[src/rtl/mrr_pkg.sv]
// ----------------------------------------------------------------------------
// Modbus RTU response receiver package
// Shared widths, operation, status and register codes, and the CRC step.
// ----------------------------------------------------------------------------
`default_nettype none

package mrr_pkg;

  localparam int MAX_FRAME = 16;
  localparam int IDX_W     = $clog2(MAX_FRAME + 1);

  localparam logic [15:0] CRC_INIT = 16'hFFFF;
  localparam logic [15:0] CRC_POLY = 16'hA001;

  typedef enum logic [1:0] {
    OP_START = 2'd0,
    OP_BYTE  = 2'd1,
    OP_TICK  = 2'd2,
    OP_NONE  = 2'd3
  } op_t;

  typedef enum logic [2:0] {
    ST_OK      = 3'd0,
    ST_TIMEOUT = 3'd1,
    ST_CRC     = 3'd2,
    ST_HEADER  = 3'd3,
    ST_SHORT   = 3'd4
  } status_t;

  typedef enum logic [1:0] {
    REG_GAP     = 2'd0,
    REG_TIMEOUT = 2'd1,
    REG_FUNC    = 2'd2,
    REG_NONE    = 2'd3
  } reg_idx_t;

  function automatic logic [15:0] crc_feed(input logic [15:0] crc, input logic [7:0] b);
    logic [15:0] c;
    c = crc ^ {8'h00, b};
    for (int i = 0; i < 8; i++) begin
      if (c[0]) begin
        c = (c >> 1) ^ CRC_POLY;
      end else begin
        c = c >> 1;
      end
    end
    return c;
  endfunction

endpackage

`default_nettype wire

[src/rtl/mrr_if.sv]
// ----------------------------------------------------------------------------
// Modbus RTU response receiver channels
// Valid/ready channels for input items and result items.
// ----------------------------------------------------------------------------
`default_nettype none

interface mrr_item_if;
  logic       valid;
  logic       ready;
  logic [1:0] operation;
  logic [7:0] rx_byte;
  logic [7:0] slave_address;

  modport source (output valid, output operation, output rx_byte, output slave_address,
                  input ready);
  modport sink   (input valid, input operation, input rx_byte, input slave_address,
                  output ready);
endinterface

interface mrr_result_if;
  logic        valid;
  logic        ready;
  logic [2:0]  status;
  logic [31:0] reading;
  logic [4:0]  frame_bytes;

  modport source (output valid, output status, output reading, output frame_bytes,
                  input ready);
  modport sink   (input valid, input status, input reading, input frame_bytes,
                  output ready);
endinterface

`default_nettype wire

[src/rtl/modbus_rtu_response_receiver.sv]
// ----------------------------------------------------------------------------
// Modbus RTU response receiver
// Frames received bytes on gap, full buffer or timeout, checks CRC-16 and
// header, and packs the data bytes into a 32-bit reading.
// ----------------------------------------------------------------------------
// Latency: a result is valid in the cycle after the transaction that ends it.
// Throughput: one input transaction per cycle; the result register stalls
//   input only while a result waits and is not taken.
// Reset: synchronous, active high; clears control state and loads register
//   defaults (gap 305, timeout 500000, function code 3). No clearing pass.
`default_nettype none

module modbus_rtu_response_receiver
  import mrr_pkg::*;
(
  input  wire logic        clk,
  input  wire logic        rst,
  mrr_item_if.sink         item,
  mrr_result_if.source     result,
  input  wire logic        psel,
  input  wire logic        penable,
  input  wire logic        pwrite,
  input  wire logic [3:0]  paddr,
  input  wire logic [31:0] pwdata,
  output logic [31:0]      prdata,
  output logic             pready
);

  // configuration registers
  logic [15:0] gap_ticks;
  logic [23:0] timeout_ticks;
  logic [7:0]  function_code;

  // frame state
  logic             busy;
  logic [7:0]       expected_address;
  logic [IDX_W-1:0] byte_index;
  logic [15:0]      running_crc;
  logic [15:0]      last_two_bytes;
  logic             header_bad;
  logic [7:0]       data_count;
  logic [31:0]      packed_value;
  logic [15:0]      gap_counter;
  logic [23:0]      timeout_counter;

  logic             busy_next;
  logic [7:0]       expected_address_next;
  logic [IDX_W-1:0] byte_index_next;
  logic [15:0]      running_crc_next;
  logic [15:0]      last_two_bytes_next;
  logic             header_bad_next;
  logic [7:0]       data_count_next;
  logic [31:0]      packed_value_next;
  logic [15:0]      gap_counter_next;
  logic [23:0]      timeout_counter_next;

  // result register
  logic        out_valid;
  logic [2:0]  out_status;
  logic [31:0] out_reading;
  logic [4:0]  out_frame_bytes;

  logic        accept;
  logic        emit;
  status_t     emit_status;
  logic [31:0] emit_reading;
  logic [4:0]  emit_frame_bytes;

  reg_idx_t cfg_idx;
  logic     cfg_write;

  assign pready    = 1'b1;
  assign cfg_idx   = reg_idx_t'(paddr[3:2]);
  assign cfg_write = psel & penable & pwrite;

  always_comb begin
    case (cfg_idx)
      REG_GAP:     prdata = {16'h0000, gap_ticks};
      REG_TIMEOUT: prdata = {8'h00, timeout_ticks};
      REG_FUNC:    prdata = {24'h000000, function_code};
      default:     prdata = 32'h0000_0000;
    endcase
  end

  always_ff @(posedge clk) begin
    if (rst) begin
      gap_ticks     <= 16'd305;
      timeout_ticks <= 24'd500000;
      function_code <= 8'h03;
    end else if (cfg_write) begin
      case (cfg_idx)
        REG_GAP:     gap_ticks     <= pwdata[15:0];
        REG_TIMEOUT: timeout_ticks <= pwdata[23:0];
        REG_FUNC:    function_code <= pwdata[7:0];
        default:     ;
      endcase
    end
  end

  assign item.ready   = ~out_valid | result.ready;
  assign accept       = item.valid & item.ready;

  // item processing
  always_comb begin
    op_t              op;
    logic [IDX_W-1:0] b_idx;
    logic [15:0]      b_crc;
    logic [15:0]      b_last;
    logic             b_hdr;
    logic [7:0]       b_dc;
    logic [31:0]      b_pack;
    logic [IDX_W-1:0] f_idx;
    logic [15:0]      f_crc;
    logic [15:0]      f_last;
    logic             f_hdr;
    logic [7:0]       f_dc;
    logic [31:0]      f_pack;
    logic [7:0]       k8;
    logic [7:0]       got;
    logic [7:0]       taken;
    logic [7:0]       rest;
    logic [31:0]      value;
    status_t          fin_status;
    logic [31:0]      fin_reading;
    logic [24:0]      to_inc;

    op = op_t'(item.operation);
    k8 = 8'(byte_index);

    // state after taking a byte
    b_idx  = byte_index + IDX_W'(1);
    b_crc  = (byte_index >= IDX_W'(2)) ? crc_feed(running_crc, last_two_bytes[15:8])
                                      : running_crc;
    b_last = {last_two_bytes[7:0], item.rx_byte};
    b_hdr  = header_bad;
    if (byte_index == IDX_W'(0) && item.rx_byte != expected_address) begin
      b_hdr = 1'b1;
    end
    if (byte_index == IDX_W'(1) && item.rx_byte != function_code) begin
      b_hdr = 1'b1;
    end
    b_dc = (byte_index == IDX_W'(2)) ? item.rx_byte : data_count;
    b_pack = packed_value;
    if (k8 >= 8'd3 && (k8 - 8'd3) < data_count) begin
      b_pack = {packed_value[23:0], item.rx_byte};
    end

    // frame end checks
    if (op == OP_BYTE) begin
      f_idx = b_idx; f_crc = b_crc; f_last = b_last;
      f_hdr = b_hdr; f_dc = b_dc; f_pack = b_pack;
    end else begin
      f_idx = byte_index; f_crc = running_crc; f_last = last_two_bytes;
      f_hdr = header_bad; f_dc = data_count; f_pack = packed_value;
    end
    got   = 8'(f_idx) - 8'd3;
    taken = (f_dc < got) ? f_dc : got;
    rest  = f_dc - taken;
    value = f_pack;
    if (rest >= 8'd4) begin
      value = 32'h0000_0000;
    end else begin
      value = f_pack << {rest[1:0], 3'b000};
    end
    if (f_idx < IDX_W'(5)) begin
      fin_status = ST_SHORT;  fin_reading = 32'h0000_0000;
    end else if (f_crc != {f_last[7:0], f_last[15:8]}) begin
      fin_status = ST_CRC;    fin_reading = 32'h0000_0000;
    end else if (f_hdr) begin
      fin_status = ST_HEADER; fin_reading = 32'h0000_0000;
    end else begin
      fin_status = ST_OK;     fin_reading = value;
    end

    to_inc = {1'b0, timeout_counter} + 25'd1;

    busy_next             = busy;
    expected_address_next = expected_address;
    byte_index_next       = byte_index;
    running_crc_next      = running_crc;
    last_two_bytes_next   = last_two_bytes;
    header_bad_next       = header_bad;
    data_count_next       = data_count;
    packed_value_next     = packed_value;
    gap_counter_next      = gap_counter;
    timeout_counter_next  = timeout_counter;
    emit                  = 1'b0;
    emit_status           = fin_status;
    emit_reading          = fin_reading;
    emit_frame_bytes      = 5'(f_idx);

    if (accept) begin
      case (op)
        OP_START: begin
          busy_next             = 1'b1;
          expected_address_next = item.slave_address;
          byte_index_next       = '0;
          running_crc_next      = CRC_INIT;
          last_two_bytes_next   = 16'h0000;
          header_bad_next       = 1'b0;
          data_count_next       = 8'h00;
          packed_value_next     = 32'h0000_0000;
          gap_counter_next      = 16'h0000;
          timeout_counter_next  = 24'h000000;
        end
        OP_BYTE: begin
          if (busy) begin
            byte_index_next     = b_idx;
            running_crc_next    = b_crc;
            last_two_bytes_next = b_last;
            header_bad_next     = b_hdr;
            data_count_next     = b_dc;
            packed_value_next   = b_pack;
            gap_counter_next    = 16'h0000;
            if (32'(b_idx) >= MAX_FRAME) begin
              emit      = 1'b1;
              busy_next = 1'b0;
            end
          end
        end
        OP_TICK: begin
          if (busy) begin
            if (byte_index != '0 && gap_counter >= gap_ticks) begin
              emit      = 1'b1;
              busy_next = 1'b0;
            end else begin
              if (byte_index != '0) begin
                gap_counter_next = gap_counter + 16'd1;
              end
              if (to_inc >= {1'b0, timeout_ticks}) begin
                emit         = 1'b1;
                busy_next    = 1'b0;
                emit_status  = ST_TIMEOUT;
                emit_reading = 32'h0000_0000;
              end else begin
                timeout_counter_next = to_inc[23:0];
              end
            end
          end
        end
        default: ;
      endcase
    end
  end

  always_ff @(posedge clk) begin
    if (rst) begin
      busy             <= 1'b0;
      expected_address <= 8'h00;
      byte_index       <= '0;
      running_crc      <= CRC_INIT;
      last_two_bytes   <= 16'h0000;
      header_bad       <= 1'b0;
      data_count       <= 8'h00;
      packed_value     <= 32'h0000_0000;
      gap_counter      <= 16'h0000;
      timeout_counter  <= 24'h000000;
    end else begin
      busy             <= busy_next;
      expected_address <= expected_address_next;
      byte_index       <= byte_index_next;
      running_crc      <= running_crc_next;
      last_two_bytes   <= last_two_bytes_next;
      header_bad       <= header_bad_next;
      data_count       <= data_count_next;
      packed_value     <= packed_value_next;
      gap_counter      <= gap_counter_next;
      timeout_counter  <= timeout_counter_next;
    end
  end

  always_ff @(posedge clk) begin
    if (rst) begin
      out_valid <= 1'b0;
    end else if (emit) begin
      out_valid <= 1'b1;
    end else if (result.ready) begin
      out_valid <= 1'b0;
    end
  end

  always_ff @(posedge clk) begin
    if (emit) begin
      out_status      <= emit_status;
      out_reading     <= emit_reading;
      out_frame_bytes <= emit_frame_bytes;
    end
  end

  assign result.valid       = out_valid;
  assign result.status      = out_status;
  assign result.reading     = out_reading;
  assign result.frame_bytes = out_frame_bytes;

endmodule

`default_nettype wire
[src/flat_wrapper.sv]
// flat-port wrapper written by rule: the top's interface ports become plain ports
module modbus_rtu_response_receiver_flat import mrr_pkg::*;
  (clk, rst, psel, penable, pwrite, paddr, pwdata, prdata, pready, item_valid, item_operation, item_rx_byte, item_slave_address, item_ready, result_valid, result_status, result_reading, result_frame_bytes, result_ready);
  mrr_item_if item_i ();
  mrr_result_if result_i ();
  input  wire logic clk;
  input  wire logic rst;
  input  wire logic psel;
  input  wire logic penable;
  input  wire logic pwrite;
  input  wire logic [3:0] paddr;
  input  wire logic [31:0] pwdata;
  output logic [31:0] prdata;
  output logic pready;
  input wire logic [$bits(item_i.valid)-1:0] item_valid;
  input wire logic [$bits(item_i.operation)-1:0] item_operation;
  input wire logic [$bits(item_i.rx_byte)-1:0] item_rx_byte;
  input wire logic [$bits(item_i.slave_address)-1:0] item_slave_address;
  output wire logic [$bits(item_i.ready)-1:0] item_ready;
  output wire logic [$bits(result_i.valid)-1:0] result_valid;
  output wire logic [$bits(result_i.status)-1:0] result_status;
  output wire logic [$bits(result_i.reading)-1:0] result_reading;
  output wire logic [$bits(result_i.frame_bytes)-1:0] result_frame_bytes;
  input wire logic [$bits(result_i.ready)-1:0] result_ready;
  assign item_i.valid = item_valid;
  assign item_i.operation = item_operation;
  assign item_i.rx_byte = item_rx_byte;
  assign item_i.slave_address = item_slave_address;
  assign item_ready = item_i.ready;
  assign result_valid = result_i.valid;
  assign result_status = result_i.status;
  assign result_reading = result_i.reading;
  assign result_frame_bytes = result_i.frame_bytes;
  assign result_i.ready = result_ready;
  modbus_rtu_response_receiver u_core (.clk(clk), .rst(rst), .item(item_i), .result(result_i), .psel(psel), .penable(penable), .pwrite(pwrite), .paddr(paddr), .pwdata(pwdata), .prdata(prdata), .pready(pready));
endmodule
[config.mk]
export PLATFORM = sky130hd
export DESIGN_NAME = modbus_rtu_response_receiver_flat
export DESIGN_NICKNAME = d
export VERILOG_FILES = /design/src/rtl/mrr_pkg.sv /design/src/rtl/mrr_if.sv /design/src/rtl/modbus_rtu_response_receiver.sv /design/src/flat_wrapper.sv
export SDC_FILE = /design/constraint.sdc
export NUM_CORES = 1
export LEC_CHECK = 0
export ABC_AREA = 1
export ABC_CLOCK_PERIOD_IN_PS = 11700
export BUFFER_PORTS_ARGS = -buffer_cell sky130_fd_sc_hd__buf_4
export CAP_MARGIN = 20
export CORE_UTILIZATION = 42
export DETAILED_ROUTE_END_ITERATION = 7
export PLACE_DENSITY_LB_ADDON = 0.05
export RECOVER_POWER = 25
export SYNTH_ARGS = -nofsm -noshare
export SYNTH_HDL_FRONTEND = slang
export SYNTH_SLANG_ARGS = --single-unit
[constraint.sdc]
create_clock -name clk -period 11.7 [get_ports clk]
set_input_delay 2.34 -clock clk [delete_from_list [all_inputs] [get_ports clk]]
set_output_delay 2.34 -clock clk [all_outputs]
set_load 0.02 [all_outputs]
==> summary.md <==
| Metric | Value |
|---|---|
| Min-Delay Endpoint | `u_core.gap_counter[15]` |
| Crit-path max FO | `60` |
| Area leader, netlist | `dfxtp_1` |
| Flop2flop setup slack | `5.71 ns` |
| DR iter-0 viols | `780` |
| CP max stage delay | `0.80 ns` |
| Logic pwr share | `0.163` |
| Netlist Area Pre-Place | `0.0134 mm^2` |
| Nets | `2148` |
| Setup crit start kind | `input port` |
| DRC violations left | `0` |
| Dpl hpwl | `26100 um` |
| Class of the worst hold path | `register to register` |
| Largest net degree at the start of global routing | `69` |
| Post-route clock period utilization | `0.732` |
| ANT nets after route | `0` |
| Initial Util | `0.425` |
| Slew Viols, Final | `123` |
| Worst slew margin | `-1.08` |
| Placed cells | `2383` |
| First-pass GRT wire length | `60300 um` |
| FF-to-FF Start | `u_core.byte_index[0]` |
| Clk network pwr share | `0.448` |
| Longest Clk Path Bufs | `3` |
| Slew of the pin with the lowest slew margin | `3.12 ns` |
| Internal power | `1.47 mW` |
| Post-Route Setup TNS | `0 ns` |
| Req. time, crit path | `11.98 ns` |
| Post-synth EDFFs | `40` |
| Total GRT Usage | `0.227` |
| Total number of yosys warnings | `0` |
| Worst Reg-to-Reg Cells | `21` |
| Ant diodes | `0` |
| FF-to-FF End | `u_core.result.reading[4]` |
| Maximum clock frequency | `117 MHz` |
| #FFs+latches synth | `216` |
| Top-level I/O count | `136` |
| Violated checks | `max-capacitance violations, max-slew violations` |
| Height of the die | `181 um` |
| Vias in the first global route | `11700` |
| Sw frac | `0.283` |
| Worst Skew | `0.0130 ns` |
| Worst path slowest cell | `fa_1` |
| Gr ovfl total | `0` |
| Top cell type's share of synthesized area | `0.263` |
| Hold_buf cts | `0` |
| Fin Hold WS | `0.481 ns` |
| CTS resizes | `0` |
| Yosys cell types | `43` |
| # Max-Cap Violations | `2` |
| CTS tree | `built` |
| Status | `complete, but fails checks` |
| Leakage | `6.73 nW` |
| DRT Pass-1 Iters | `6` |
| Area Growth Syn to Fin | `14.0%` |
| Clock Root Buffer | `clkbuf_16` |
| Hold_sp | `u_core.gap_counter[15]` |
| Net Switching | `580 uW` |
| Share of cells above drive strength 1 | `0.0867` |
| Rows | `65` |
| Via count | `12600` |
| Drt via density | `5.18` |
| Hold path depth | `2` |
| Top_reg_cell synth | `dfxtp_1` |
| RD Place Congestion | `0.817` |
| Number of setup violations in the final report | `0` |
| Sequential share of the synthesized area | `0.353` |
| DIE WIDTH | `181 um` |
| Synth async-reset ratio | `0` |
| Mapped Cells | `1946` |
| Worst path cell trace | `buf_4, inv_1, ha_2, buf_4, inv_1, a211oi_1, o31ai_1, o21ai_0, nor2_1, nand2_1, ha_1, a21oi_1, nor2_1, a211oi_1, nand2_1, o21ai_0, ha_1, inv_1, fa_1, clkinv_1, nand4_4, nor2_1` |
| Die ar. | `0.0326 mm^2` |
| CTS clock-pin slew for the worst setup and hold paths | `0.06 ns` |
| Power Dens Cells | `134 mW/mm^2` |
| Clk sinks | `216` |
| Worst Setup End Kind | `register` |
| Fin cells | `2433` |
| Syn avg cell area | `6.88 um^2` |
| Postcts setup bufs | `0` |
| H-tree level count | `1` |
| Reg power frac | `0.389` |
| Min Tclk post-route | `8.56 ns` |
| Placeable core area | `0.0315 mm^2` |
| Final Hold Viols | `0` |
| Crit Path Class | `input port to register` |
| DR WL/cell | `15.4 um` |
| Unrepaired setup endpoints after global routing | `no` |
| IO Port Bufs | `116` |
| Dominant cells by area after synthesis | `dfxtp_1 26%, nand2_1 11%, a21oi_1 9.2%` |
| CTS buffer count | `27` |
| Worst-Skew Late Latency | `0.55 ns` |
| Initial antenna violation count | `2` |
| WL final | `37600 um` |
| Worst IR Drop VDD | `0.107 mV` |
| CP arrival | `8.84 ns` |
## synth_stat cells, types with 4 or more instances
cell / instances
nand2_1: 405
inv_1: 255
a21oi_1: 246
o21ai_0: 216
dfxtp_1: 176
nor2_1: 150
clkbuf_1: 76
ha_1: 76
nand3_1: 74
edfxtp_1: 40
nor2_2: 24
nand4_1: 23
o211ai_1: 23
xor2_1: 23
nor3_1: 20
xnor2_1: 19
a211oi_1: 13
buf_4: 9
o22ai_1: 8
or2_2: 8
o221ai_1: 7
o21bai_1: 6
buf_2: 5
buf_1: 4
buf_6: 4
mux2i_1: 4
nor4_1: 4
o21a_1: 4
## cells by family (layout without fill, tap and decap cells)
kind of cell    count (synthesis)  count (layout)  share of synthesized area
xor+xnor                       42              42                     0.0275
mux                             4               4                    0.00299
fa+ha+maj                      77              77                     0.0725
flops                         216             216                      0.353
other cells                     2               9                   0.000561
simple gates                  721             721                      0.229
buf+inv                       357             435                      0.105
compound gates                527             527                      0.209
## state kept, by name (all words and copies together) (netlist names)
register                   count
u_core.result.reading         32
u_core.last_two_bytes         16
u_core.running_crc            16
u_core.function_code           8
u_core.byte_index              5
u_core.data_count              8
u_core.gap_counter            16
u_core.expected_address        8
u_core.timeout_counter        24
u_core.header_bad              1
u_core.busy                    1
u_core.gap_ticks              16
u_core.result.valid            1
u_core.result.status           3
u_core.packed_value           32
u_core.timeout_ticks          24
u_core.result.frame_bytes      5
## worst max-delay path by stage
stage                 startpoint                         to  slack [ns]  cells past startpoint
2_1_floorplan  item_operation[1]  u_core.result.reading[13]        4.25                     33
3_3_place_gp   item_operation[1]   u_core.result.reading[2]        2.94                     22
3_5_place_dp   item_operation[1]   u_core.result.reading[1]        2.91                     22
4_1_cts        item_operation[1]   u_core.result.reading[1]        3.47                     22
5_1_grt        item_operation[1]   u_core.result.reading[3]        2.37                     22
6_report       item_operation[1]   u_core.result.reading[4]        3.14                     22
## layout by cell type, fill, tap and decap left out, drive strengths merged, types with 5 or more instances in the layout
| master | count |
|---|---|
| inv | 258 |
| nor2 | 176 |
| buf | 83 |
| ha | 76 |
| or2 | 8 |
| o21bai | 6 |
| a211oi | 13 |
| nand4 | 25 |
| xor2 | 23 |
| edfxtp | 40 |
| o22ai | 8 |
| dfxtp | 176 |
| conb | 9 |
| xnor2 | 19 |
| nand3 | 78 |
| a21oi | 246 |
| nor3 | 20 |
| bufinv | 5 |
| clkinv | 9 |
| o221ai | 7 |
| o211ai | 23 |
| nand2 | 407 |
| o21ai | 216 |
| clkbuf | 79 |
## area by class of cell
type	count	area [um^2]
inverters	259	972
multi-input cells	1380	7310
fillers	3237	16200
flip-flops and latches	216	4720
clock buffers	36	781
repair buffers	126	785
well taps	402	503
clock inverters	14	200
## routing by layer
metal / share of wire / global-route usage
met3: 0.051 / 0.0323
met5: 0 / 0
met2: 0.46 / 0.390
met4: 0.027 / 0.0670
met1: 0.46 / 0.293
## worst max-delay path, delay by kind of cell
| family | cells | cell delay [ns] |
|---|---|---|
| compound gates | 6 | 1.44 |
| buf+inv | 6 | 2.20 |
| simple gates | 6 | 1.38 |
| fa+ha+maj | 4 | 1.44 |
## per-stage QoR
step | total power, mW | utilization | worst slack, ns | cell area [um^2]
after floorplan | 1.05 | - | 4.25 | 13400
after global placement | 1.14 | 0.459 | 2.94 | 14500
after detailed placement | 1.14 | 0.459 | 2.91 | 14500
after CTS | 2.07 | 0.490 | 3.47 | 15400
after global routing | 2.15 | 0.485 | 2.37 | 15300
final | 2.05 | 0.485 | 3.14 | 15300
## power groups by stage
stage               registers (mW)  logic [mW]  clock network, mW
global route                 0.800       0.380              0.970
global placement             0.812       0.328                  0
finish                       0.797       0.334              0.918
CTS                          0.797       0.334              0.937
detailed placement           0.813       0.332                  0
floorplan                    0.809       0.246                  0
(Power assumes the default switching activity.)
